## src/rtl/vns_pkg.sv

```systemverilog
// Shared types and constants for the nearest-seed classifier.
`timescale 1ns / 1ps

package vns_pkg;

  localparam int COORD_W  = 10;
  localparam int CHAN_W   = 8;
  localparam int SQ_W     = 2 * COORD_W;
  localparam int DIST_W   = SQ_W + 1;
  localparam int CELLS_W  = 9;
  localparam int INDEX_W  = 8;

  localparam logic REQ_LOAD  = 1'b0;
  localparam logic REQ_PIXEL = 1'b1;

  typedef logic [COORD_W-1:0] coord_t;
  typedef logic [DIST_W-1:0]  dist_t;

  typedef struct packed {
    logic [CHAN_W-1:0] red;
    logic [CHAN_W-1:0] green;
    logic [CHAN_W-1:0] blue;
  } colour_t;

  typedef struct packed {
    coord_t  x;
    coord_t  y;
    colour_t colour;
  } seed_entry_t;

  // Marks travelling with each seed through the scan pipeline.
  typedef struct packed {
    logic first;
    logic last;
  } scan_tag_t;

endpackage

```

## src/rtl/vns_best_track.sv

```systemverilog
// Running minimum over the scan: keeps the nearest seed seen so far.
`timescale 1ns / 1ps

module vns_best_track #(
  parameter int IDX_W = 8
) (
  input  logic              clk,
  input  logic              upd_vld,
  input  logic              first,
  input  vns_pkg::dist_t    dist_sq,
  input  logic [IDX_W-1:0]  idx,
  input  vns_pkg::colour_t  colour,
  output vns_pkg::dist_t    best_dist,
  output logic [IDX_W-1:0]  best_idx,
  output vns_pkg::colour_t  best_colour
);

  // Strict compare, so the lowest index holds on a tie.
  always_ff @(posedge clk) begin
    if (upd_vld && (first || (dist_sq < best_dist))) begin
      best_dist   <= dist_sq;
      best_idx    <= idx;
      best_colour <= colour;
    end
  end

endmodule

```

## config.mk

```make
export PLATFORM = sky130hd
export DESIGN_NAME = vns_best_track
export DESIGN_NICKNAME = d
export VERILOG_FILES = /design/src/rtl/vns_pkg.sv /design/src/rtl/vns_best_track.sv
export SDC_FILE = /design/constraint.sdc
export NUM_CORES = 1
export LEC_CHECK = 0
export BUFFER_PORTS_ARGS = -buffer_cell sky130_fd_sc_hd__buf_4
export CAP_MARGIN = 25
export CORE_ASPECT_RATIO = 1.4
export CORE_MARGIN = 2
export CORE_UTILIZATION = 45
export CTS_CLUSTER_SIZE = 25
export DETAILED_ROUTE_END_ITERATION = 7
export HOLD_SLACK_MARGIN = 0.08
export PLACE_DENSITY = 0.8
export SLEW_MARGIN = 20
export SYNTH_ARGS = -nofsm -noshare
export SYNTH_HDL_FRONTEND = slang
export SYNTH_SLANG_ARGS = --single-unit
```

## constraint.sdc

```tcl
create_clock -name clk -period 5.4 [get_ports clk]
set_input_delay 0.54 -clock clk [delete_from_list [all_inputs] [get_ports clk]]
set_output_delay 0.54 -clock clk [all_outputs]
set_load 0.05 [all_outputs]
```

==> reports/results.ini, run 1 <==
[drt]
drcViolationCount = 0
wl_per_cell_um = 15.4
via_count = 1435
drtIter0Drc = 34
detail-route-antenna-nets = 0
first_pass_iters = 4
viasPerCell = 4.72
totalWireLength_um = 4670

[timing]
hold_slack_ns = 0.406
rsz0062_at_grt = no
tns_ns = 0
period_share = 0.500
drv_slew = 0
min_period_ns = 2.70
finalHoldViolCount = 0
skew_ns = 0.0100
fmax_mhz = 370
slew_headroom = 0.533
final-setup-viol-count = 0
worstMarginPinSlew_ns = 0.698

[cells_and_area]
design_area_um2 = 3150
synthToLayoutAreaGrowth_pct = 49.4
nNetsFinal = 317
multi_input_area_um2 = 445
num-fill-cells = 344
final_common_cell = buf_4
final_cell_mix = buf_4 (108), edfxtp_1 (53), inv_1 (22)
drive_gt1_frac = 0.492
diodes = 0
regArea_um2 = 1590

[clock_tree]
ctsResizeCount = 0
root_buffer = clkbuf_8
holdBufCountCts = 0
numCtsBuffers = 5
clock-sinks = 53
clk_pin_slew_worst_paths_ns = 0.09
cts_setup_buffers = 0
clock_latency_ns = 0.30
cts_tree = done
cts_max_level = 2
clock_path_buffers = 2

[floorplan]
initial_utilization = 0.465
rows = 29
die_area_um2 = 5260
die_h_um = 85.0
io_pins = 109
core-area_um2 = 4540
die_w_um = 61.9

[hold_path]
hp-class = input pin to flop

[setup_path]
critPathKind = flop to flop
path_max_fanout = 37
cp.arrival_ns = 2.70
critPathLaunchType = flop
required_ns = 5.40
cp-end-kind = flop

[grt]
grt_pass1_wl_um = 6780
overflow = 0
grt_max_degree = 38
antenna_found_initial = 0
grt.total_usage = 0.180
grt_pass1_vias = 1466

[place]
placed_area_um2 = 3040
hpwl_um = 3720
portBuffers = 108
gp_congestion = 0.746

[yosys]
seq_area_frac_synth = 0.755
ys_ff_latch = 53
syn-instance-count = 124
synth_cell_types = 19
synth_nets = 200
syn_area_um2 = 2110
syn_avg_cell_area_um2 = 17.0
yosysWarningCount = 0

[outcome]
status = finished, final reports clean

[power_and_ir_drop]
p_total_uw = 1060
ir_drop_uv = 201
p_per_area_nw_per_um2 = 338
leakagePower_uw = 0.00143

[flow_run]
cap_violations = 0

report_power, final:
part / internal (µW) / leakage, µW / total (µW) / switching [µW]
Sequential: 500 / 0.000516 / 515 / 14.3
Combinational: 93.7 / 0.000863 / 283 / 189
Clock: 139 / 0.0000554 / 266 / 127
cell usage after synthesis:
cell type | instances | area, µm²
a21o_1 | 2 | 15.0
o221ai_1 | 1 | 8.76
nand4_1 | 2 | 12.5
nor3_1 | 1 | 5.00
nor2_1 | 2 | 7.51
nand3_1 | 3 | 15.0
a211oi_1 | 1 | 7.51
a221o_1 | 1 | 10.0
edfxtp_1 | 53 | 1590
o21ai_0 | 2 | 10.0
o21ai_1 | 1 | 5.00
inv_1 | 22 | 82.6
ha_1 | 20 | 250
nand2_1 | 3 | 11.3
a21oi_1 | 6 | 30.0
o41ai_2 | 1 | 16.3
and4_1 | 1 | 8.76
a311oi_2 | 1 | 15.0
nor4_1 | 1 | 6.26
worst max-delay path, cell delays in order, from the launching register on:
cell and delay [ns]:
edfxtp_1 0.39, inv_1 0.07, ha_1 0.24, a211oi_1 0.27, o221ai_1 0.21, o41ai_4 0.72
buf_6 0.24, buf_12 0.23
registers in the layout, summed over array words and instances, names as in the netlist:
signal       cells
best_dist       21
best_colour     24
best_idx         8
area by class of cell:
cell class | instances | share of cell area
Clock buffer | 6 | 0.0230
Clock inverter | 2 | 0.0123
Inverter | 22 | 0.0262
Multi-Input combinational cell | 49 | 0.141
Sequential cell | 53 | 0.505
Tap cell | 62 | 0.0246
Timing Repair Buffer | 110 | 0.267
final timing paths:
| kind | cells past startpoint | from | slack [ns] | endpoint |
|---|---|---|---|---|
| min | 1 | colour[1] | 0.41 | best_colour[1]$_DFFE_PP_ |
| max reg2reg | 7 | best_dist[20]$_DFFE_PP_ | 2.70 | best_dist[17]$_DFFE_PP_ |
| min reg2reg | 5 | best_dist[20]$_DFFE_PP_ | 1.14 | best_dist[7]$_DFFE_PP_ |
| max | 7 | best_dist[20]$_DFFE_PP_ | 2.70 | best_dist[17]$_DFFE_PP_ |
cells by family (layout without fill, tap and decap cells):
family | Yosys count | in the layout | synth area share
AOI/OAI and AO/OA | 16 | 16 | 0.0558
buffers and inverters | 22 | 140 | 0.0392
adders and majority gates | 20 | 20 | 0.119
and+or+nand+nor | 13 | 13 | 0.0315
DFF | 53 | 53 | 0.755
per-stage QoR:
step / worst slack, ns / cells / util
4_1_cts: 2.69 / 304 / 0.695
2_1_floorplan: 0.447 / 124 / -
6_report: 2.70 / 304 / 0.695
3_3_place_gp: 2.29 / 295 / 0.668
5_1_grt: 2.49 / 304 / 0.695
3_5_place_dp: 2.42 / 296 / 0.670
layer usage:
| layer | vias to the layer above | wire length (µm) | track usage |
|---|---|---|---|
| li1 | 694 | - | - |
| met2 | 54 | 2700 | 0.327 |
| met4 | 0 | 127 | 0.0774 |
| met1 | 678 | 1610 | 0.191 |
| met5 | - | 0 | 0 |
| met3 | 9 | 236 | 0.0366 |
Power figures use the tool's default switching activity.
==> inputs of run 2 (changes only) <==
- CORE_UTILIZATION: 45 -> 40
- PLACE_DENSITY: 0.8 -> 0.75
- clock period: 5.4 -> 2.4 ns (I/O delays scaled with it)
==> run 2 against run 1 <==
Against the previous run:
- clock power up 87%
- sequential share of layout area about the same
- sequential power up 130%
- utilization down 7.9 points
- clock skew down 0.0018 ns
- global-route usage down 1.6 points
- critical path depth up 1
- highest routed layer unchanged
- critical path type unchanged
==> reports/results.ini, run 2 (same netlist as run 1, synthesis figures left out) <==
[setup_path]
critPathKind = flop to flop
endpoint = best_idx[1]$_DFFE_PP_
cpMaxStageDelayCell = edfxtp_1
cp.arrival_ns = 2.16
required_ns = 2.40
ff2ff_path_depth = 8
crit_start = best_dist[18]$_DFFE_PP_
r2r-end = best_idx[1]$_DFFE_PP_
worstPathCellList = inv_1 -> ha_1 -> nand4_1 -> nor2_1 -> nand3_1 -> a21oi_1 -> o41ai_4 -> buf_4
crit_family = compound AO/OA/AOI/OAI gates
crit_cells = 8
r2r_start = best_dist[18]$_DFFE_PP_
rrSetupSlack_ns = 0.23
path_buf_inv = 2
cp-end-kind = flop
critPathLaunchType = flop
cpPeakStageDelay_ns = 0.43
path_max_fanout = 18

[timing]
setup_ws_ns = 0.234
slew_headroom = 0.772
drv_slew = 0
period_share = 0.902
hold_slack_ns = 0.106
worstMarginPinSlew_ns = 0.341
finalHoldViolCount = 0
skew_ns = 0.00819
rsz0062_at_grt = no
fmax_mhz = 462
final-setup-viol-count = 0
min_period_ns = 2.17

[grt]
grt_pass1_vias = 1530
grt_max_degree = 36
overflow = 0
antenna_found_initial = 0
grt_pass1_wl_um = 7270
grt.total_usage = 0.164

[hold_path]
hp-class = input pin to flop
hold_start = idx[6]

[floorplan]
io_pins = 109
rows = 31
die_area_um2 = 5880
initial_utilization = 0.412
core-area_um2 = 5120
die_w_um = 65.4
die_h_um = 89.9

[place]
portBuffers = 108
dpl_worst_slack_ns = 0.237
gp_congestion = 0.736
hpwl_um = 3730

[clock_tree]
cts_setup_buffers = 0
clk_pin_slew_worst_paths_ns = 0.10
cts_max_level = 2
cts_tree = done
ctsResizeCount = 0
clock_path_buffers = 2
numCtsBuffers = 5
clock-sinks = 53
clock_latency_ns = 0.30
holdBufCountCts = 0
root_buffer = clkbuf_8

[drt]
drcViolationCount = 0
detail-route-antenna-nets = 0
drtIter0Drc = 78
first_pass_iters = 4
dr_wl_met3_um = 246
wl_met1_um = 1600
viasPerCell = 4.70
met2_length_um = 2690
via_count = 1448
highest_layer = met4
wl_per_cell_um = 15.1
totalWireLength_um = 4670

[power_and_ir_drop]
p_switching_uw = 749
leakagePower_uw = 0.00142
p_sw_frac = 0.326
clock_power_share = 0.217
p_int_uw = 1550
p_per_area_nw_per_um2 = 729
ir_drop_uv = 385
p_comb_frac = 0.279
seqPwrFrac = 0.504

[cells_and_area]
largest_register_ffs = 24
final_cell_mix = buf_4 (109), edfxtp_1 (53), inv_1 (20)
synthToLayoutAreaGrowth_pct = 49.5
final_common_cell = buf_4
regMostFlops = best_colour
reg.largest.list = best_colour: 24 flops, best_dist: 21 flops, best_idx: 8 flops
nNetsFinal = 317
diodes = 0
drive_gt1_frac = 0.508
num-fill-cells = 435

[outcome]
status = finished, final reports clean

[flow_run]
cap_violations = 0

[run 2: cell types whose count changed in the layout (fill, tap and decap cells not counted)]
cell,before,now
ha_4,0,2
ha_1,20,18
bufinv_16,1,0
buf_6,1,0
clkinv_2,0,1
buf_4,108,109
inv_2,0,2
inv_1,22,20
clkinv_4,1,0
inv_6,0,1
[run 2: metal layers]
metal	track usage	up-vias
met5	0	-
met4	0.0712	0
met3	0.0338	10
met2	0.299	51
met1	0.177	690
li1	-	697
[run 2: power by group through the flow]
stage          combinational (µW)  clock (µW)  sequential [µW]
2_1_floorplan                 112           0             1470
3_3_place_gp                  638           0             1170
3_5_place_dp                  646           0             1180
4_1_cts                       647         512             1160
5_1_grt                       680         546             1170
6_report                      640         498             1160
[run 2: through the flow]
step	std cells	TNS, ns	total power (µW)	util	area, µm²
global placement	300	0	1810	0.599	3070
floorplan	124	-68.27	1580	-	2140
global route	308	0	2400	0.616	3150
CTS	308	0	2320	0.616	3150
finish	308	0	2300	0.616	3150
detailed placement	300	0	1830	0.599	3070
[run 2: area by class of cell]
cell class	instances	area, µm²	share of cell area
clock buffers	6	72.6	0.0230
clock inverters	2	13.8	0.00437
inverters	22	82.6	0.0262
multi-input cells	49	470	0.149
flip-flops and latches	53	1590	0.505
well taps	66	82.6	0.0262
repair buffers	110	838	0.266
[run 2: worst reg2reg max path, cell delays in order (launching register included)]
cell and delay (ns):
edfxtp_1 0.43, inv_1 0.08, ha_1 0.24, nand4_1 0.15, nor2_1 0.07, nand3_1 0.12
a21oi_1 0.08, o41ai_4 0.38, buf_4 0.32
[run 2: worst min-delay path by stage]
stage,depth (start not counted),slack (ns),to
floorplan,0,0.34,best_colour[0]$_DFFE_PP_
global placement,1,0.42,best_colour[17]$_DFFE_PP_
detailed placement,1,0.42,best_colour[17]$_DFFE_PP_
CTS,1,0.1,best_colour[17]$_DFFE_PP_
global route,1,0.09,best_idx[3]$_DFFE_PP_
finish,1,0.11,best_idx[6]$_DFFE_PP_
==> inputs of run 3 (changes only) <==
- RECOVER_POWER: not set -> 25
- SLEW_MARGIN: 20 -> 10
==> run 3 against run 2 <==
Against the previous run:
- worst hold slack improved by 0.022 ns
- first-iteration DRC count increased by 7.7%
- register-to-register slack about the same
- highest routed layer unchanged
- critical path type unchanged
- final area decreased by 0.24%
==> reports/results.ini, run 3 (same netlist as run 1, synthesis figures left out) <==
[cells_and_area]
regArea_um2 = 1590
drive_gt1_frac = 0.500
regMostFlops = best_colour
multi_input_area_um2 = 470
synthToLayoutAreaGrowth_pct = 49.1
nNetsFinal = 317
largest_register_ffs = 24
final_cells = 308
reg.largest.list = best_colour: 24 flops, best_dist: 21 flops, best_idx: 8 flops
final_cell_mix = buf_4 (70), edfxtp_1 (53), clkbuf_4 (37)
num-fill-cells = 437
final_common_cell = buf_4
diodes = 0

[power_and_ir_drop]
p_per_area_nw_per_um2 = 728
seqPwrFrac = 0.506
p_comb_frac = 0.278
clock_power_share = 0.216
p_int_uw = 1540
leakagePower_uw = 0.00141
p_sw_frac = 0.326
p_switching_uw = 747
ir_drop_uv = 382

[timing]
period_share = 0.902
tns_ns = 0
min_period_ns = 2.16
setup_ws_ns = 0.236
drv_slew = 0
slew_headroom = 0.773
worstMarginPinSlew_ns = 0.339
rsz0062_at_grt = no
final-setup-viol-count = 0
finalHoldViolCount = 0
fmax_mhz = 462
skew_ns = 0.00654

[hold_path]
hold_path_depth = 1
hp-class = input pin to flop

[clock_tree]
clock_path_buffers = 2
cts_max_level = 2
numCtsBuffers = 5
cts_tree = done
clock-sinks = 53
clk_pin_slew_worst_paths_ns = 0.09
clock_latency_ns = 0.30
cts_setup_buffers = 0
holdBufCountCts = 0
root_buffer = clkbuf_8
ctsResizeCount = 0

[grt]
grt.total_usage = 0.164
grt_max_degree = 36
grt_pass1_wl_um = 7270
overflow = 0
grt_pass1_vias = 1530
antenna_found_initial = 0

[drt]
drtIter0Drc = 84
first_pass_iters = 4
totalWireLength_um = 4630
viasPerCell = 4.71
detail-route-antenna-nets = 0
wl_per_cell_um = 15.0
via_count = 1452
drcViolationCount = 0

[place]
portBuffers = 108
gp_congestion = 0.736
dp_cells = 300
dpl_worst_slack_ns = 0.237
hpwl_um = 3730

[floorplan]
die_w_um = 65.4
rows = 31
io_pins = 109
die_area_um2 = 5880
die_h_um = 89.9
core-area_um2 = 5120
initial_utilization = 0.412

[flow_run]
cap_violations = 0

[setup_path]
cp-end-kind = flop
cp.arrival_ns = 2.16
worstPathCellList = inv_2 -> ha_4 -> a211oi_1 -> o221ai_1 -> o41ai_4 -> buf_4
path_max_fanout = 18
cpPeakStageDelay_ns = 0.44
cpMaxStageDelayCell = o41ai_4
ff2ff_path_depth = 6
required_ns = 2.39
critPathLaunchType = flop
critPathKind = flop to flop

[outcome]
status = finished, final reports clean

-- run 3: cell count changes in the layout (fill, tap and decap cells not counted) --
cell      delta
clkbuf_1     +2
clkbuf_4    +37
buf_4       -39
-- run 3: metal layers --
| metal | vias to the layer above | GRT usage | wire length, µm |
|---|---|---|---|
| met4 | 0 | 0.0712 | 119 |
| met2 | 48 | 0.299 | 2650 |
| met1 | 696 | 0.177 | 1630 |
| met5 | - | 0 | 0 |
| met3 | 9 | 0.0338 | 229 |
| li1 | 699 | - | - |
-- run 3: layout make-up --
| type | count | area share |
|---|---|---|
| Clock buffer | 6 | 0.0231 |
| Inverter | 22 | 0.0263 |
| Sequential cell | 53 | 0.506 |
| Timing Repair Buffer | 110 | 0.264 |
| Tap cell | 66 | 0.0263 |
| Clock inverter | 2 | 0.00438 |
| Multi-Input combinational cell | 49 | 0.150 |
-- run 3: worst max-delay path, delay by kind of cell (launching register included) --
kind	cells	cell delay, ns
compound gates	3	0.84
fa+ha+maj	1	0.20
buf+inv	2	0.41
flops	1	0.40
-- run 3: final timing paths --
kind	from	to	slack (ns)
worst min-delay path	dist_sq[1]	best_dist[1]$_DFFE_PP_	0.13
worst max-delay path	best_dist[20]$_DFFE_PP_	best_idx[3]$_DFFE_PP_	0.24
worst max register to register	best_dist[20]$_DFFE_PP_	best_idx[3]$_DFFE_PP_	0.24
worst min register to register	best_dist[20]$_DFFE_PP_	best_colour[10]$_DFFE_PP_	1.22
-- run 3: stage by stage --
step / power [µW] / cell area [µm²] / utilization / hold slack [ns]
after floorplan: 1580 / 2140 / - / 0.339
after detailed placement: 1830 / 3070 / 0.599 / 0.419
after global routing: 2390 / 3140 / 0.614 / 0.107
final: 2290 / 3140 / 0.614 / 0.128
after global placement: 1810 / 3070 / 0.599 / 0.418
after CTS: 2320 / 3150 / 0.616 / 0.0982
-- run 3: power by group through the flow --
stage / clock, µW / combinational [µW] / sequential, µW
final: 496 / 635 / 1160
after global routing: 546 / 676 / 1170
after CTS: 512 / 647 / 1160
after detailed placement: 0 / 646 / 1180
after global placement: 0 / 638 / 1170
after floorplan: 0 / 112 / 1470
