**src/rtl/vns_pkg.sv**
```systemverilog
// Shared types and constants for the nearest-seed classifier.
`timescale 1ns / 1ps

package vns_pkg;

  localparam int COORD_W  = 10;
  localparam int CHAN_W   = 8;
  localparam int SQ_W     = 2 * COORD_W;
  localparam int DIST_W   = SQ_W + 1;
  localparam int CELLS_W  = 9;
  localparam int INDEX_W  = 8;

  localparam logic REQ_LOAD  = 1'b0;
  localparam logic REQ_PIXEL = 1'b1;

  typedef logic [COORD_W-1:0] coord_t;
  typedef logic [DIST_W-1:0]  dist_t;

  typedef struct packed {
    logic [CHAN_W-1:0] red;
    logic [CHAN_W-1:0] green;
    logic [CHAN_W-1:0] blue;
  } colour_t;

  typedef struct packed {
    coord_t  x;
    coord_t  y;
    colour_t colour;
  } seed_entry_t;

  // Marks travelling with each seed through the scan pipeline.
  typedef struct packed {
    logic first;
    logic last;
  } scan_tag_t;

endpackage

```
**src/rtl/vns_dist_unit.sv**
```systemverilog
// Two-stage squared-distance unit with a side tag that keeps step with the data.
`timescale 1ns / 1ps

module vns_dist_unit #(
  parameter int TAG_W = 1
) (
  input  logic                 clk,
  input  logic                 rst,
  input  logic                 in_vld,
  input  vns_pkg::coord_t      seed_x,
  input  vns_pkg::coord_t      seed_y,
  input  vns_pkg::coord_t      pix_x,
  input  vns_pkg::coord_t      pix_y,
  input  logic [TAG_W-1:0]     tag_in,
  output logic                 out_vld,
  output vns_pkg::dist_t       dist_sq,
  output logic [TAG_W-1:0]     tag_out
);

  vns_pkg::coord_t    dx;
  vns_pkg::coord_t    dy;
  logic               vld1;
  logic [TAG_W-1:0]   tag1;
  logic [vns_pkg::SQ_W-1:0] sq_x;
  logic [vns_pkg::SQ_W-1:0] sq_y;

  always_ff @(posedge clk) begin
    if (rst) begin
      vld1    <= 1'b0;
      out_vld <= 1'b0;
    end else begin
      vld1    <= in_vld;
      out_vld <= vld1;
    end
  end

  always_ff @(posedge clk) begin
    dx   <= (seed_x > pix_x) ? (seed_x - pix_x) : (pix_x - seed_x);
    dy   <= (seed_y > pix_y) ? (seed_y - pix_y) : (pix_y - seed_y);
    tag1 <= tag_in;
  end

  assign sq_x = vns_pkg::SQ_W'(dx * dx);
  assign sq_y = vns_pkg::SQ_W'(dy * dy);

  always_ff @(posedge clk) begin
    dist_sq <= vns_pkg::DIST_W'(sq_x) + vns_pkg::DIST_W'(sq_y);
    tag_out <= tag1;
  end

endmodule

```
**config.mk**
```make
export PLATFORM = sky130hd
export DESIGN_NAME = vns_dist_unit
export DESIGN_NICKNAME = d
export VERILOG_FILES = /design/src/rtl/vns_pkg.sv /design/src/rtl/vns_dist_unit.sv
export SDC_FILE = /design/constraint.sdc
export NUM_CORES = 1
export LEC_CHECK = 0
export BUFFER_PORTS_ARGS = -buffer_cell sky130_fd_sc_hd__buf_2
export CAP_MARGIN = 20
export CORE_MARGIN = 2
export CORE_UTILIZATION = 60
export CTS_CLUSTER_SIZE = 16
export DETAILED_ROUTE_END_ITERATION = 12
export GPL_ROUTABILITY_DRIVEN = 0
export PLACE_DENSITY_LB_ADDON = 0.25
export REMOVE_ABC_BUFFERS = 1
export SLEW_MARGIN = 10
export SYNTH_ARGS = -nofsm -noshare
export SYNTH_HDL_FRONTEND = slang
export SYNTH_SLANG_ARGS = --single-unit
```
**constraint.sdc**
```tcl
create_clock -name clk -period 16.59 [get_ports clk]
set_input_delay 3.318 -clock clk [delete_from_list [all_inputs] [get_ports clk]]
set_output_delay 3.318 -clock clk [all_outputs]
set_load 0.1 [all_outputs]
```
==> results of run 1 <==
==> kinds of logic (layout without fill, tap and decap cells) <==
logic type | after synthesis | in the layout | share of synthesized area, %
flops | 45 | 45 | 10.9
buf+inv | 249 | 302 | 11.3
fa+ha+maj | 259 | 259 | 51.4
compound gates | 110 | 110 | 8.90
xor+xnor | 42 | 42 | 4.45
simple gates | 172 | 172 | 10.8
mux | 18 | 18 | 2.20
==> critical path: stages (launching register included) <==
cell	delay [ns]
sky130_fd_sc_hd__dfxtp_1	0.52
sky130_fd_sc_hd__inv_1	0.13
sky130_fd_sc_hd__nor2_1	0.16
sky130_fd_sc_hd__fa_1	0.45
sky130_fd_sc_hd__fa_1	0.53
sky130_fd_sc_hd__inv_1	0.05
sky130_fd_sc_hd__fa_1	0.50
sky130_fd_sc_hd__inv_1	0.06
sky130_fd_sc_hd__fa_1	0.48
sky130_fd_sc_hd__fa_1	0.50
sky130_fd_sc_hd__fa_1	0.51
sky130_fd_sc_hd__inv_1	0.06
sky130_fd_sc_hd__fa_1	0.50
sky130_fd_sc_hd__inv_1	0.05
sky130_fd_sc_hd__ha_1	0.36
sky130_fd_sc_hd__a21o_1	0.23
sky130_fd_sc_hd__a31oi_1	0.24
sky130_fd_sc_hd__o22ai_1	0.13
sky130_fd_sc_hd__a211oi_1	0.50
sky130_fd_sc_hd__o21ai_0	0.22
sky130_fd_sc_hd__a21oi_1	0.22
sky130_fd_sc_hd__xnor2_1	0.09
==> through the flow <==
step | instances | setup slack (ns) | utilization (%)
after floorplan | 873 | 10.53 | -
after global placement | 1115 | 10.32 | 65.4
after detailed placement | 1116 | 10.12 | 65.5
after CTS | 1124 | 10.07 | 66.6
after global routing | 1124 | 9.77 | 66.6
final | 1124 | 10.0 | 66.6
==> layout make-up <==
cell class / count / area (µm²) / area share, %
flip-flops and latches: 45 / 901 / 10.1
repair buffers: 67 / 338 / 3.80
clock buffers: 5 / 125 / 1.41
clock inverters: 3 / 26.3 / 0.296
inverters: 227 / 852 / 9.59
multi-input cells: 601 / 6430 / 72.3
well taps: 176 / 220 / 2.48
==> how the worst max path moves through the flow <==
stage / from / endpoint / slack [ns] / depth (start not counted)
global placement: dx[5]$_DFF_P_ / dist_sq[18]$_DFF_P_ / 10.32 / 19
detailed placement: dx[4]$_DFF_P_ / dist_sq[20]$_DFF_P_ / 10.12 / 21
floorplan: dx[5]$_DFF_P_ / dist_sq[18]$_DFF_P_ / 10.53 / 19
global route: dx[4]$_DFF_P_ / dist_sq[20]$_DFF_P_ / 9.77 / 21
CTS: dx[4]$_DFF_P_ / dist_sq[20]$_DFF_P_ / 10.07 / 21
finish: dx[4]$_DFF_P_ / dist_sq[20]$_DFF_P_ / 10.0 / 21
==> routing by layer <==
metal	global-route usage (%)	wire [µm]	vias up
met2	41.1	8160	140
li1	-	-	2871
met4	5.75	291	0
met5	0	0	-
met1	31.3	6810	2859
met3	2.40	618	26
==> registers in the layout (all words and copies together), names as in the netlist <==
name     count
vld1         1
out_vld      1
dy          10
dist_sq     21
tag_out      1
dx          10
tag1         1
==> cells in the final DEF (no fill, tap or decap), drive strengths merged, types with 3 or more instances in the layout <==
master and count:
fa 134, nand3 5, a211oi 5, o21ai 17
buf 67, and2 45, clkbuf 5, nor3 4
o21a 4, and3 5, nor2b 11, nand2 51
xnor2 20, or4 3, ha 125, nand4 5
o31ai 3, mux2i 17, a21oi 30, a21o 22
xor2 22, a31oi 6, dfxtp 45, nor2 31
inv 230, o41ai 4, nand2b 5
==> flow_summary.toml, run 1 <==
[run_status]
status = "finished clean"

[layout]
num-nets-final = 1250
insertedDiodeCount = 0
layout.cell_area.non_filler_um2 = 8890
final.fill_count = 1141
syn_to_final_growth_pct = 7.55
post_route_cells_drive_above_1_share_pct = 8.65

[yosys]
synth_async_sr_flop_share_pct = 0
synth_top_area_share_pct = 32.5
synthMostInstantiatedCell = "sky130_fd_sc_hd__inv_1"
yosys-top-cells-area = "sky130_fd_sc_hd__fa_1 32%, sky130_fd_sc_hd__ha_1 19%, sky130_fd_sc_hd__dfxtp_1 11%"
netlist_instances = 895
netlist_top_cells_count = "227 x sky130_fd_sc_hd__inv_1, 134 x sky130_fd_sc_hd__fa_1, 125 x sky130_fd_sc_hd__ha_1"
synthDominantAreaCellType = "sky130_fd_sc_hd__fa_1"
synth-seq-area-share_pct = 10.9
syn_std_cell_area_um2 = 8260
postSynth.topFlopCell = "sky130_fd_sc_hd__dfxtp_1"
synth-edff-count = 0
avg_cell_area_syn_um2 = 9.23
yosysUniqueCellTypes = 51
postSynthRegisterBits = 45
yosysWarnings = 0

[die]
floorplan.die_area_um2 = 14700
row_cnt = 42
die_height_um = 121
initial_core_util_pct = 61.9
boundaryPins = 67
design.core.area_um2 = 13300
die-width_um = 121

[grt]
vias_in_the_first_global_route = 6101
maximum_number_of_pins_on_one_net_before_global_route_repair = 18
grt_antenna_before_repair = 0
global_route_wire_length_before_repair_mm = 27.6
grt.overflow.total = 0
grt_use_total_pct = 23.4

[sta]
timing.final.setup_violations = 0
drv_slew = 0
timing.final.crit_period_ns = 6.59
post-route-period-util_pct = 39.7
finalSetupTns_ns = 0
tightest_slew_ns = 0.661
rsz_0062_raised_after_global_routing = "no"
timing.clock.skew_ns = 0.0105
timing.final.hold_violations = 0
maxClockFrequency_mhz = 152
maxSlewHeadroom_pct = 55.7
whs_ns = 0.330

[clocking]
ctsRootBufferMaster = "sky130_fd_sc_hd__clkbuf_16"
tritoncts.num_buffers = 5
cts_hold_buf = 0
tritoncts = "done"
post_cts_buffers = 0
clk_pin_slew_ns = 0.07
depth_of_the_cts_h_tree = 2
clk_path_buf_depth = 2
worst_skew_pair.late_latency_ns = 0.29
cts.repair.resized = 0
numClockSinks = 45

[route]
detail_route.wirelength_mm = 15.9
drtPass1Iterations = 7
routed_via_density = 5.25
drc_errors = 0
routed_wire_length_per_instance_um = 14.1
number_of_vias_after_detailed_routing = 5896
ant_nets = 0
first_iter_violations = 302

[hold_path]
min_path_type = "flip-flop to flip-flop"
origin_of_the_worst_min_delay_path = "tag1$_DFF_P_"
worst_hold_path.endpoint = "tag_out$_DFF_P_"
min_path_cells = 0

[setup_path]
critical_path.endpoint_type = "flip-flop"
r2r_cells = 21
worst-setup-path-type = "flip-flop to flip-flop"
timing.critical_path.fanout_max = 9
setup.reg_to_reg.worst_slack_ns = 10.0
crit-reg2reg-capture = "dist_sq[20]$_DFF_P_"
critical_path.reg2reg.startpoint = "dx[4]$_DFF_P_"
timing.critical_path.from_type = "flip-flop"
cp_data_required_time_ns = 16.76
critical_path_arrival_ns = 6.77

[flow_run]
maxCapViolCount = 0

[place]
detailed_place.area_um2 = 8740
portBuffers = 66
hpwl_mm = 13.9
Power of run 1 is left out: the tool's default activity adds up to more than one toggle a clock period on the data nets, which glitch-free logic cannot reach.
==> inputs of run 2 (changes only) <==
--- a/config.mk
+++ b/config.mk
@@ -8,7 +8,7 @@
 export BUFFER_PORTS_ARGS = -buffer_cell sky130_fd_sc_hd__buf_2
 export CAP_MARGIN = 20
 export CORE_MARGIN = 2
-export CORE_UTILIZATION = 60
+export CORE_UTILIZATION = 57
 export CTS_CLUSTER_SIZE = 16
 export DETAILED_ROUTE_END_ITERATION = 12
 export GPL_ROUTABILITY_DRIVEN = 0
==> constraint.sdc (replaced) <==
create_clock -name clk -period 5.63 [get_ports clk]
set_input_delay 1.126 -clock clk [delete_from_list [all_inputs] [get_ports clk]]
set_output_delay 1.126 -clock clk [all_outputs]
set_load 0.1 [all_outputs]
==> run 2 against run 1 <==
Effect of this change:
- the run now ends with setup timing left
- sequential share of layout area down 0.95 points
- critical path type unchanged
- clock skew up 0.00068 ns
- global-route usage up 0.29 points
- routed wire length up 8.5%
- design area up 13%
- hold slack better by 0.00055 ns
- critical path depth unchanged
==> flow_summary.toml, run 2 (same netlist as run 1, synthesis figures left out) <==
[route]
drc_errors = 0
detail_route.wirelength_mm = 17.2
routed_wire_length_per_instance_um = 13.8
ant_nets = 0
number_of_vias_after_detailed_routing = 6378
routed_via_density = 5.11
drtPass1Iterations = 5
first_iter_violations = 288

[setup_path]
setup.reg_to_reg.worst_slack_ns = -0.30
path_common_cell = "sky130_fd_sc_hd__fa_1"
critical_path_arrival_ns = 6.10
worst-setup-path-type = "flip-flop to flip-flop"
timing.critical_path.fanout_max = 7
cp_data_required_time_ns = 5.80
critical_path.endpoint_type = "flip-flop"
crit_path_slowest_cell = "sky130_fd_sc_hd__fa_1"
r2r_cells = 21
crit-reg2reg-capture = "dist_sq[18]$_DFF_P_"
timing.critical_path.cells = "buf_6, and2_4, fa_1, ha_2, inv_2, fa_1, fa_1, inv_2, fa_2, fa_1, inv_2, fa_1, inv_2, ha_4, a21o_1, a21oi_2, o21ai_2, a31o_1, a311o_1, nor4b_4, or4_1"
timing.critical_path.from_type = "flip-flop"
critPathMaxStageDelay_ns = 0.54
critical_path.reg2reg.startpoint = "dx[3]$_DFF_P_"

[layout]
layout_commonest_cell = "sky130_fd_sc_hd__inv_1"
most-common-layout-cells = "218 x sky130_fd_sc_hd__inv_1, 132 x sky130_fd_sc_hd__fa_1, 118 x sky130_fd_sc_hd__ha_1, 107 x sky130_fd_sc_hd__buf_4, 66 x sky130_fd_sc_hd__buf_2"
insertedDiodeCount = 0
largest_register_ff_count = 21
post_route_cells_drive_above_1_share_pct = 23.6
final_core_util_pct = 70.0
num-nets-final = 1367
top_register = "dist_sq"
syn_to_final_growth_pct = 21.7
largest_registers = "dist_sq (21), dx (10), dy (10)"

[grt]
grt.overflow.total = 0
grt_use_total_pct = 23.7
vias_in_the_first_global_route = 6789
global_route_wire_length_before_repair_mm = 30.6
grt_antenna_before_repair = 0
maximum_number_of_pins_on_one_net_before_global_route_repair = 17

[clocking]
tritoncts = "done"
clk_pin_slew_ns = 0.07
depth_of_the_cts_h_tree = 2
clk_path_buf_depth = 2
worst_skew_pair.late_latency_ns = 0.30
ctsRootBufferMaster = "sky130_fd_sc_hd__clkbuf_16"
numClockSinks = 45
cts_hold_buf = 0
tritoncts.num_buffers = 5

[sta]
timing.final.crit_period_ns = 5.93
timing.final.hold_violations = 0
maxSlewHeadroom_pct = 61.2
drv_slew = 0
maxClockFrequency_mhz = 169
post-route-period-util_pct = 105
rsz_0062_raised_after_global_routing = "yes"
tightest_slew_ns = 0.579
timing.clock.skew_ns = 0.0112
timing.final.setup_violations = 7
layout_setup_ws_ns = -0.303

[flow_run]
maxCapViolCount = 0

[die]
initial_core_util_pct = 57.5
boundaryPins = 67
row_cnt = 44
die_height_um = 124
die-width_um = 124
design.core.area_um2 = 14400
floorplan.die_area_um2 = 15500

[run_status]
status = "complete, but fails checks"
violations = "setup timing"

[hold_path]
min_path_cells = 0
min_path_type = "flip-flop to flip-flop"
origin_of_the_worst_min_delay_path = "tag1$_DFF_P_"
worst_hold_path.endpoint = "tag_out$_DFF_P_"

[place]
portBuffers = 66
hpwl_mm = 14.7
==> run 2: final cells by class <==
class / count / area [µm²]
clock inverters: 3 / 50.0
flip-flops and latches: 45 / 923
clock buffers: 5 / 125
fillers: 1075 / 4310
repair buffers: 184 / 1260
well taps: 184 / 230
inverters: 227 / 852
multi-input cells: 601 / 6620
==> run 2: critical path: cells and delay by family (launching register included) <==
family	cells	cell delay (ns)
adders and majority gates	8	3.42
AOI/OAI and AO/OA	5	0.94
and+or+nand+nor	3	0.81
DFF	1	0.33
buffers and inverters	5	0.31
==> run 2: worst max path at each step <==
stage / to / from / slack [ns]
floorplan: dist_sq[18]$_DFF_P_ / dx[5]$_DFF_P_ / -0.43
global placement: dist_sq[18]$_DFF_P_ / dx[3]$_DFF_P_ / -0.41
detailed placement: dist_sq[18]$_DFF_P_ / dx[2]$_DFF_P_ / -0.53
CTS: dist_sq[18]$_DFF_P_ / dx[2]$_DFF_P_ / -0.30
global route: dist_sq[18]$_DFF_P_ / dy[2]$_DFF_P_ / -0.50
finish: dist_sq[18]$_DFF_P_ / dx[3]$_DFF_P_ / -0.30
==> run 2: metal layers <==
layer / GRT usage, % / vias to the layer above / part of all wire, %
li1: - / 3109 / -
met1: 31.2 / 3145 / 43
met2: 42.8 / 101 / 52
met3: 1.89 / 23 / 2.7
met4: 5.35 / 0 / 1.5
met5: 0 / - / 0
==> run 2: through the flow <==
stage	setup WS [ns]	setup TNS [ns]	cells	hold WS [ns]	instance area [µm²]
detailed placement	-0.532	-2.45	1228	0.315	9530
CTS	-0.296	-0.653	1246	0.331	9960
global placement	-0.408	-1.83	1228	0.312	9530
floorplan	-0.431	-0.656	873	0.310	8180
finish	-0.303	-0.725	1249	0.331	10100
global route	-0.496	-2.35	1249	0.335	10100
==> run 2: what timing repair did <==
item                                    4_1_cts  5_1_grt
pin swaps                                    39       24
buffers inserted                             10        2
endpoints found under the setup margin        9       10
gates resized for setup                      44       27
Power of run 2 is left out for the same reason.
==> inputs of run 3 (changes only) <==
--- a/config.mk
+++ b/config.mk
@@ -8,7 +8,7 @@
 export BUFFER_PORTS_ARGS = -buffer_cell sky130_fd_sc_hd__buf_2
 export CAP_MARGIN = 20
 export CORE_MARGIN = 2
-export CORE_UTILIZATION = 57
+export CORE_UTILIZATION = 60
 export CTS_CLUSTER_SIZE = 16
 export DETAILED_ROUTE_END_ITERATION = 12
 export GPL_ROUTABILITY_DRIVEN = 0
==> constraint.sdc (replaced) <==
create_clock -name clk -period 7.2 [get_ports clk]
set_input_delay 1.44 -clock clk [delete_from_list [all_inputs] [get_ports clk]]
set_output_delay 1.44 -clock clk [all_outputs]
set_load 0.1 [all_outputs]
==> run 3 against run 2 <==
Effect of this change:
- the flow now finishes without violations
- clock skew shrank 0.0027 ns
- non-clock buffer count shrank 117
- first-iteration DRC count shrank 27%
- design area shrank 11%
- worst setup slack gained 1.0 ns
- sequential share of layout area grew 0.93 points
- fmax shrank 8.4%
- global-route usage shrank 0.26 points
- critical path type unchanged
- critical endpoint is now dist_sq[20]$_DFF_P_
- largest cell class unchanged
==> flow_summary.toml, run 3 (same netlist as run 1, synthesis figures left out) <==
[setup_path]
cp-startpoint = "dx[5]$_DFF_P_"
critical_path_arrival_ns = 6.66
worstSetupEndpoint = "dist_sq[20]$_DFF_P_"
timing.critical_path.from_type = "flip-flop"
r2r_cells = 21
crit-reg2reg-capture = "dist_sq[20]$_DFF_P_"
setup.reg_to_reg.worst_slack_ns = 0.72
timing.critical_path.fanout_max = 8
critical_path.endpoint_type = "flip-flop"
cp_data_required_time_ns = 7.39
critical_path.reg2reg.startpoint = "dx[5]$_DFF_P_"
worst-setup-path-type = "flip-flop to flip-flop"

[route]
routed_wire_length_per_instance_um = 14.0
drc_errors = 0
number_of_vias_after_detailed_routing = 5826
detail_route.wirelength_mm = 15.7
routed_via_density = 5.18
ant_nets = 0
first_iter_violations = 211
drtPass1Iterations = 4

[sta]
finalSetupTns_ns = 0
timing.final.setup_violations = 0
timing.final.hold_violations = 0
tightest_slew_ns = 0.669
drv_slew = 0
timing.final.crit_period_ns = 6.48
maxClockFrequency_mhz = 154
post-route-period-util_pct = 90.0
rsz_0062_raised_after_global_routing = "no"
maxSlewHeadroom_pct = 55.2
timing.clock.skew_ns = 0.00848

[grt]
grt_use_total_pct = 23.5
grt.overflow.total = 0
global_route_wire_length_before_repair_mm = 27.7
vias_in_the_first_global_route = 6110
maximum_number_of_pins_on_one_net_before_global_route_repair = 17
grt_antenna_before_repair = 0

[hold_path]
min_path_type = "flip-flop to flip-flop"

[place]
hpwl_mm = 13.8
detailed_place.area_um2 = 8740
portBuffers = 66

[layout]
num-nets-final = 1250
largest_register_ff_count = 21
top_register = "dist_sq"
most-common-layout-cells = "227 x sky130_fd_sc_hd__inv_1, 134 x sky130_fd_sc_hd__fa_1, 125 x sky130_fd_sc_hd__ha_1, 66 x sky130_fd_sc_hd__buf_2, 50 x sky130_fd_sc_hd__nand2_1"
insertedDiodeCount = 0
layout_commonest_cell = "sky130_fd_sc_hd__inv_1"
final_core_util_pct = 66.8
syn_to_final_growth_pct = 7.84
post_route_cells_drive_above_1_share_pct = 8.65
layout.cell_area.non_filler_um2 = 8910
largest_registers = "dist_sq (21), dx (10), dy (10)"

[clocking]
clk_pin_slew_ns = 0.07
clk_path_buf_depth = 2
depth_of_the_cts_h_tree = 2
numClockSinks = 45
tritoncts.num_buffers = 5
cts.repair.resized = 0
ctsRootBufferMaster = "sky130_fd_sc_hd__clkbuf_16"
tritoncts = "done"
post_cts_buffers = 0
worst_skew_pair.late_latency_ns = 0.29
cts_hold_buf = 0

[flow_run]
maxCapViolCount = 0

[die]
die_height_um = 121
boundaryPins = 67
floorplan.die_area_um2 = 14700
design.core.area_um2 = 13300
row_cnt = 42
initial_core_util_pct = 61.9
die-width_um = 121

[run_status]
status = "finished clean"
-- run 3: cell types whose count changed in the layout (fill, tap and decap cells not counted), sizes merged --
cell | previous run | this run
buf | 184 | 67
-- run 3: worst min path at each step --
stage | from | to | cells past startpoint
after global placement | tag1$_DFF_P_ | tag_out$_DFF_P_ | 0
after floorplan | tag1$_DFF_P_ | tag_out$_DFF_P_ | 0
final | tag1$_DFF_P_ | tag_out$_DFF_P_ | 0
after global routing | tag1$_DFF_P_ | tag_out$_DFF_P_ | 0
after detailed placement | tag1$_DFF_P_ | tag_out$_DFF_P_ | 0
after CTS | tag1$_DFF_P_ | tag_out$_DFF_P_ | 0
-- run 3: critical path, cell delays in order, from the launching register on --
cell                       delay (ns)
sky130_fd_sc_hd__dfxtp_1         0.39
sky130_fd_sc_hd__inv_1           0.16
sky130_fd_sc_hd__nor2_1          0.08
sky130_fd_sc_hd__fa_1            0.58
sky130_fd_sc_hd__inv_1           0.07
sky130_fd_sc_hd__fa_1            0.53
sky130_fd_sc_hd__inv_1           0.05
sky130_fd_sc_hd__fa_1            0.47
sky130_fd_sc_hd__fa_1            0.57
sky130_fd_sc_hd__fa_1            0.43
sky130_fd_sc_hd__fa_1            0.51
sky130_fd_sc_hd__inv_1           0.07
sky130_fd_sc_hd__fa_1            0.51
sky130_fd_sc_hd__inv_1           0.04
sky130_fd_sc_hd__ha_1            0.36
sky130_fd_sc_hd__a21o_1          0.23
sky130_fd_sc_hd__a31oi_1         0.22
sky130_fd_sc_hd__o22ai_1         0.12
sky130_fd_sc_hd__a211oi_1        0.46
sky130_fd_sc_hd__o21ai_0         0.20
sky130_fd_sc_hd__a21oi_1         0.21
sky130_fd_sc_hd__xnor2_1         0.09
-- run 3: cell type report --
type,instances,area [µm²]
clock buffers,5,125
clock inverters,3,50.0
fillers,1116,4440
inverters,227,852
multi-input cells,601,6430
flip-flops and latches,45,901
well taps,176,220
repair buffers,67,338
-- run 3: layer usage --
| layer | GRT usage, % | up-vias | wire, µm |
|---|---|---|---|
| met5 | 0 | - | 0 |
| met4 | 5.39 | 0 | 289 |
| li1 | - | 2879 | - |
| met2 | 42.0 | 96 | 8000 |
| met1 | 31.2 | 2831 | 6940 |
| met3 | 1.60 | 20 | 465 |
-- run 3: through the flow --
stage	instances	setup WS (ns)	hold WS, ns
final	1124	0.723	0.354
after global routing	1124	0.386	0.357
after CTS	1124	0.725	0.355
after detailed placement	1116	0.804	0.339
after global placement	1115	0.928	0.310
after floorplan	873	1.14	0.310
Power of run 3 is left out for the same reason.
